[src/rtl/ptc_pkg.sv]
// Shared types, constants and arithmetic helpers for pressure/temperature compensation.
`default_nettype none
package ptc_pkg;

  localparam int unsigned NumRegs = 4;
  localparam int unsigned RegW    = 48;

  typedef enum logic [1:0] {
    REG_TEMP    = 2'd0,
    REG_PRESS_A = 2'd1,
    REG_PRESS_B = 2'd2,
    REG_PRESS_C = 2'd3
  } reg_idx_t;

  localparam logic [31:0] PressOffset = 32'd64000;
  localparam logic [31:0] PressBase   = 32'd1048576;
  localparam logic [31:0] PressScale  = 32'd3125;
  localparam logic [31:0] P1Bias      = 32'd32768;
  localparam logic [31:0] TempRound   = 32'd128;

  typedef struct packed {
    logic [19:0] raw_temperature;
    logic [19:0] raw_pressure;
  } request_t;

  typedef struct packed {
    logic signed [31:0] temperature_centi;
    logic signed [31:0] fine_temperature;
    logic [31:0]        pressure_pa;
    logic               pressure_valid;
  } result_t;

  // Coefficients, already widened to 32-bit words.
  typedef struct packed {
    logic [31:0] t1, t2, t3;
    logic [31:0] p1, p2, p3, p4, p5, p6, p7, p8, p9;
  } coef_t;

  // Values that ride alongside the divider.
  typedef struct packed {
    logic [31:0] temp;
    logic [31:0] fine;
    logic        valid;
    logic        dbl;
  } side_t;

  typedef struct packed {
    logic [31:0] rem;
    logic [31:0] num;
  } div_step_t;

  function automatic logic [31:0] sra(input logic [31:0] x, input logic [4:0] s);
    sra = 32'($signed(x) >>> s);
  endfunction

  function automatic logic [31:0] sx16(input logic [15:0] v);
    sx16 = {{16{v[15]}}, v};
  endfunction

  function automatic logic [31:0] zx16(input logic [15:0] v);
    zx16 = {16'd0, v};
  endfunction

  // One restoring-division step: bring down the top dividend bit, shift in the quotient bit.
  function automatic div_step_t div_step(input logic [31:0] rem, input logic [31:0] num,
                                         input logic [31:0] den);
    logic [32:0] t;
    div_step_t   r;
    t = {rem, num[31]};
    if (t >= {1'b0, den}) begin
      r.rem = 32'(t - {1'b0, den});
      r.num = {num[30:0], 1'b1};
    end else begin
      r.rem = t[31:0];
      r.num = {num[30:0], 1'b0};
    end
    div_step = r;
  endfunction

endpackage
`default_nettype wire

[src/rtl/ptc_back.sv]
// Post-division pressure correction and result register.
`default_nettype none
module ptc_back (
  input  wire logic           clk,
  input  wire logic           rst,
  input  wire logic           in_valid,
  input  wire logic [31:0]    quot,
  input  wire ptc_pkg::side_t side,
  input  wire ptc_pkg::coef_t coef,
  output logic                done,
  output ptc_pkg::result_t    result
);
  import ptc_pkg::*;

  logic [3:1]  v;
  side_t       s1, s2, s3;
  logic [31:0] p1, p2, p3, sq2, b82, m93, b83;
  logic [31:0] ps1;

  assign ps1 = p1 >> 3;

  always_ff @(posedge clk) begin
    if (rst) begin
      v    <= '0;
      done <= 1'b0;
    end else begin
      v    <= {v[2:1], in_valid};
      done <= v[3];
    end
  end

  always_ff @(posedge clk) begin
    // Undo dividend alignment
    s1  <= side;
    p1  <= side.dbl ? (quot << 1) : quot;
    // Square and P8 terms
    s2  <= s1;
    p2  <= p1;
    sq2 <= 32'(ps1 * ps1) >> 13;
    b82 <= 32'((p1 >> 2) * coef.p8);
    // P9 term
    s3  <= s2;
    p3  <= p2;
    m93 <= 32'(coef.p9 * sq2);
    b83 <= b82;
    // Final sum; drop pressure when the divisor was zero
    result.temperature_centi <= s3.temp;
    result.fine_temperature  <= s3.fine;
    result.pressure_valid    <= s3.valid;
    result.pressure_pa       <= s3.valid ?
        p3 + sra(sra(m93, 5'd12) + sra(b83, 5'd13) + coef.p7, 5'd4) : 32'd0;
  end

endmodule
`default_nettype wire
[config.mk]
export PLATFORM = sky130hd
export DESIGN_NAME = ptc_back
export DESIGN_NICKNAME = d
export VERILOG_FILES = /design/src/rtl/ptc_pkg.sv /design/src/rtl/ptc_back.sv
export SDC_FILE = /design/constraint.sdc
export NUM_CORES = 2
export LEC_CHECK = 0
export BUFFER_PORTS_ARGS = -buffer_cell sky130_fd_sc_hd__buf_2
export CAP_MARGIN = 10
export CORE_MARGIN = 2
export CORE_UTILIZATION = 63
export CTS_BUF_LIST = sky130_fd_sc_hd__clkbuf_8 sky130_fd_sc_hd__clkbuf_16
export CTS_CLUSTER_SIZE = 24
export DETAILED_ROUTE_END_ITERATION = 7
export GPL_ROUTABILITY_DRIVEN = 0
export GPL_TIMING_DRIVEN = 0
export PLACE_DENSITY = 0.87
export SYNTH_ARGS = -nofsm -noshare
export SYNTH_HDL_FRONTEND = slang
export SYNTH_SLANG_ARGS = --single-unit
[constraint.sdc]
create_clock -name clk -period 18.2 [get_ports clk]
set_input_delay 5.46 -clock clk [delete_from_list [all_inputs] [get_ports clk]]
set_output_delay 5.46 -clock clk [all_outputs]
set_load 0.01 [all_outputs]
==> flow_metrics.env <==
export IMPL_status="finished clean"
export IMPL_vias=41175
export IMPL_fin_nets=7839
export IMPL_cts_made_buffers=44
export IMPL_cp_required_ps=18620
export IMPL_rrSetupSlack_ps=8300
export IMPL_grt_antenna_before_repair=34
export IMPL_netlist_area_mm2=0.05376
export IMPL_synth_edf_count=0
export IMPL_setup_viol=0
export IMPL_cts_max_level=2
export IMPL_start_kind="input port"
export IMPL_postSynth_asyncResetShare_pct=0
export IMPL_cts_sinks=469
export IMPL_tns_ps=0
export IMPL_synth_nets=7513
export IMPL_clock_skew_ps=25.55
export IMPL_worst_pin_slew_ps=1356
export IMPL_preCtsSetupSlack_ps=4598
export IMPL_post_dp_cell_area_mm2=0.05659
export IMPL_placement_rows=107
export IMPL_hold_path_depth=0
export IMPL_slowest_stage="clkbuf_1"
export IMPL_synth_warnings=0
export IMPL_die_w_um=296.1
export IMPL_dp_hpwl_mm=128.2
export IMPL_clk_latency_ps=610
export IMPL_ys_seq_area_share_pct=17.46
export IMPL_hold_violations=0
export IMPL_slew_viol_final=0
export IMPL_path_delay_family="adder cells"
export IMPL_post_cts_buffers=0
export IMPL_worstHoldStart="s1[15]"
export IMPL_start_util_pct=63.34
export IMPL_crit_path_end_kind="register"
export IMPL_crit_buf_inv=7
export IMPL_ys_flop_type="dfxtp_1"
export IMPL_grt_pass1_wl_mm=250.6
export IMPL_crit_type="in2reg"
export IMPL_design_area_mm2=0.05827
export IMPL_path_common_cell="fa_1"
export IMPL_route_detailed_drc=0
export IMPL_critical_path_max_stage_delay_ps=580
export IMPL_fin_ws_ps=4761
export IMPL_ios=583
export IMPL_period_needed_ps=13440
export IMPL_drive_gt1_share_pct=6.745
export IMPL_crit_chain="buf_2 > clkbuf_1 > clkbuf_1 > and2_1 > fa_1 > fa_1 > fa_1 > inv_1 > fa_1 > inv_1 > fa_1 > fa_1 > fa_1 > inv_1 > fa_1 > inv_1 > ha_1 > a21o_1 > a21oi_1 > o21ai_0 > a22o_1 > a221o_1 > a311o_1 > xor2_1"
export IMPL_clk_pin_slew_ps=60
export IMPL_viasPerCell=5.833
export IMPL_slew_headroom_pct=9.631
export IMPL_hold_class="reg2reg"
export IMPL_final_common_cell="inv_1"
export IMPL_post_drt_wl_per_cell_um=23.29
export IMPL_totalWireLength_mm=164.4
export IMPL_grtUsageTotal_pct=38.45
export IMPL_cp_max_fo=10
export IMPL_ctsResizeCount=0
export IMPL_syn_area_per_cell_um2=9.733
export IMPL_ant_nets=0
export IMPL_synthCells=5524
export IMPL_first_global_vias=45200
export IMPL_detailedRoute_firstPassIterationCount=8
export IMPL_clockRootBuffer="clkbuf_16"
export IMPL_ys_ff_latch=469
export IMPL_fmax_mhz=74.41
export IMPL_yosys_cell_types_count=64
export IMPL_timing_rr_start="p1[6]"
export IMPL_ctsHoldBuffers=0
export IMPL_dieArea_mm2=0.08769
export IMPL_drv_cap=0
export IMPL_die_h_um=296.1
export IMPL_core_area_mm2=0.08488
export IMPL_drtIter0Drc=4229
export IMPL_rr_endpoint="b82[30]"
export IMPL_syn_to_final_growth_pct=8.387
export IMPL_rsz0062_at_grt="no"
export IMPL_r2r_cells=24
export IMPL_grt_max_degree=18
export IMPL_arrival_ps=13860
export IMPL_cts_tree="done"
export IMPL_timing_final_crit_share_pct=73.84
export IMPL_hold_end="s2[15]"
export IMPL_grt_overflow=0
export IMPL_final_cell_mix="inv_1 (1294), fa_1 (1118), nand2_1 (692)"
export IMPL_clockBufferDepth=3
export IMPL_port_buffers=277
final cells by class:
type / count / area [um2]
Clock buffer: 52 / 1211
Multi-Input combinational cell: 3547 / 38710
Clock inverter: 30 / 370.4
Timing Repair Buffer: 280 / 1424
Sequential cell: 469 / 9389
Tap cell: 1144 / 1431
Inverter: 1288 / 4835
Fill cell: 5995 / 26610
Antenna cell: 29 / 72.57
Buffer: 220 / 825.8
per-stage QoR:
stage	cells	util (%)	hold WS, ps
final	7059	68.65	320.4
after global routing	7046	68.62	322.6
after CTS	7028	68.53	322.7
after detailed placement	6946	66.67	312.1
after global placement	6945	66.66	309.5
after floorplan	5524	-	309.6
sequential cells by signal, indices dropped and copies added (netlist names):
register  count
sq2          19
done          1
p1           32
p3           32
b83          19
p2           32
v             3
s2           65
s3           65
result       97
m93          20
b82          19
s1           65
routing by layer:
layer / up-vias / track usage, % / part of all wire (%)
li1: 16792 / - / -
met1: 19890 / 42.13 / 31
met2: 3191 / 58.60 / 44
met3: 1286 / 15.44 / 14
met4: 16 / 32.29 / 11
met5: - / 0.3326 / 0.096
Yosys cell counts (all sizes together), types with 10 or more instances:
cell type | n | area share, %
nand2b | 17 | 0.20
inv | 1288 | 9.0
xnor2 | 159 | 2.6
and3 | 10 | 0.12
a21o | 38 | 0.53
a21oi | 91 | 0.86
fa | 1118 | 42
ha | 386 | 9.0
and2 | 552 | 6.4
nor2b | 25 | 0.29
nand3 | 23 | 0.21
o21ai | 55 | 0.51
o21bai | 10 | 0.14
mux2 | 31 | 0.65
xor2 | 56 | 0.91
dfxtp | 469 | 17
nand2 | 692 | 4.8
o21a | 32 | 0.45
nor3 | 28 | 0.26
a211oi | 11 | 0.15
clkbuf | 215 | 1.5
nor2 | 121 | 0.84
cells by family after synthesis:
| group | Yosys count | synth area share [%] |
|---|---|---|
| AND/OR/NAND/NOR | 1495 | 13.53 |
| XOR/XNOR | 215 | 3.502 |
| adder cells (fa/ha/maj) | 1504 | 50.61 |
| flip-flops | 469 | 17.46 |
| buffers and inverters | 1508 | 10.53 |
| AO/OA/AOI/OAI | 297 | 3.621 |
| multiplexers | 36 | 0.7424 |
worst register-to-register path, delay by kind of cell, from the launching register on:
kind	cells	cell delay, ps
adders and majority gates	9	4360
AOI/OAI and AO/OA	6	1900
and+or+nand+nor	1	210
buffers and inverters	7	1960
DFF	1	710
xor gates and xnor gates	1	560
worst max path at each step:
stage	start	end	slack, ps	cells after the start
finish	coef[44]	b82[30]	4760	24
global route	coef[44]	b82[30]	4750	24
CTS	coef[44]	b82[31]	5190	25
detailed placement	coef[44]	b82[31]	4600	25
global placement	coef[44]	b82[30]	4700	24
floorplan	coef[44]	b82[31]	6150	26
Power is left out: the tool's default activity adds up to more than one toggle a clock period on the data nets, which glitch-free logic cannot reach.
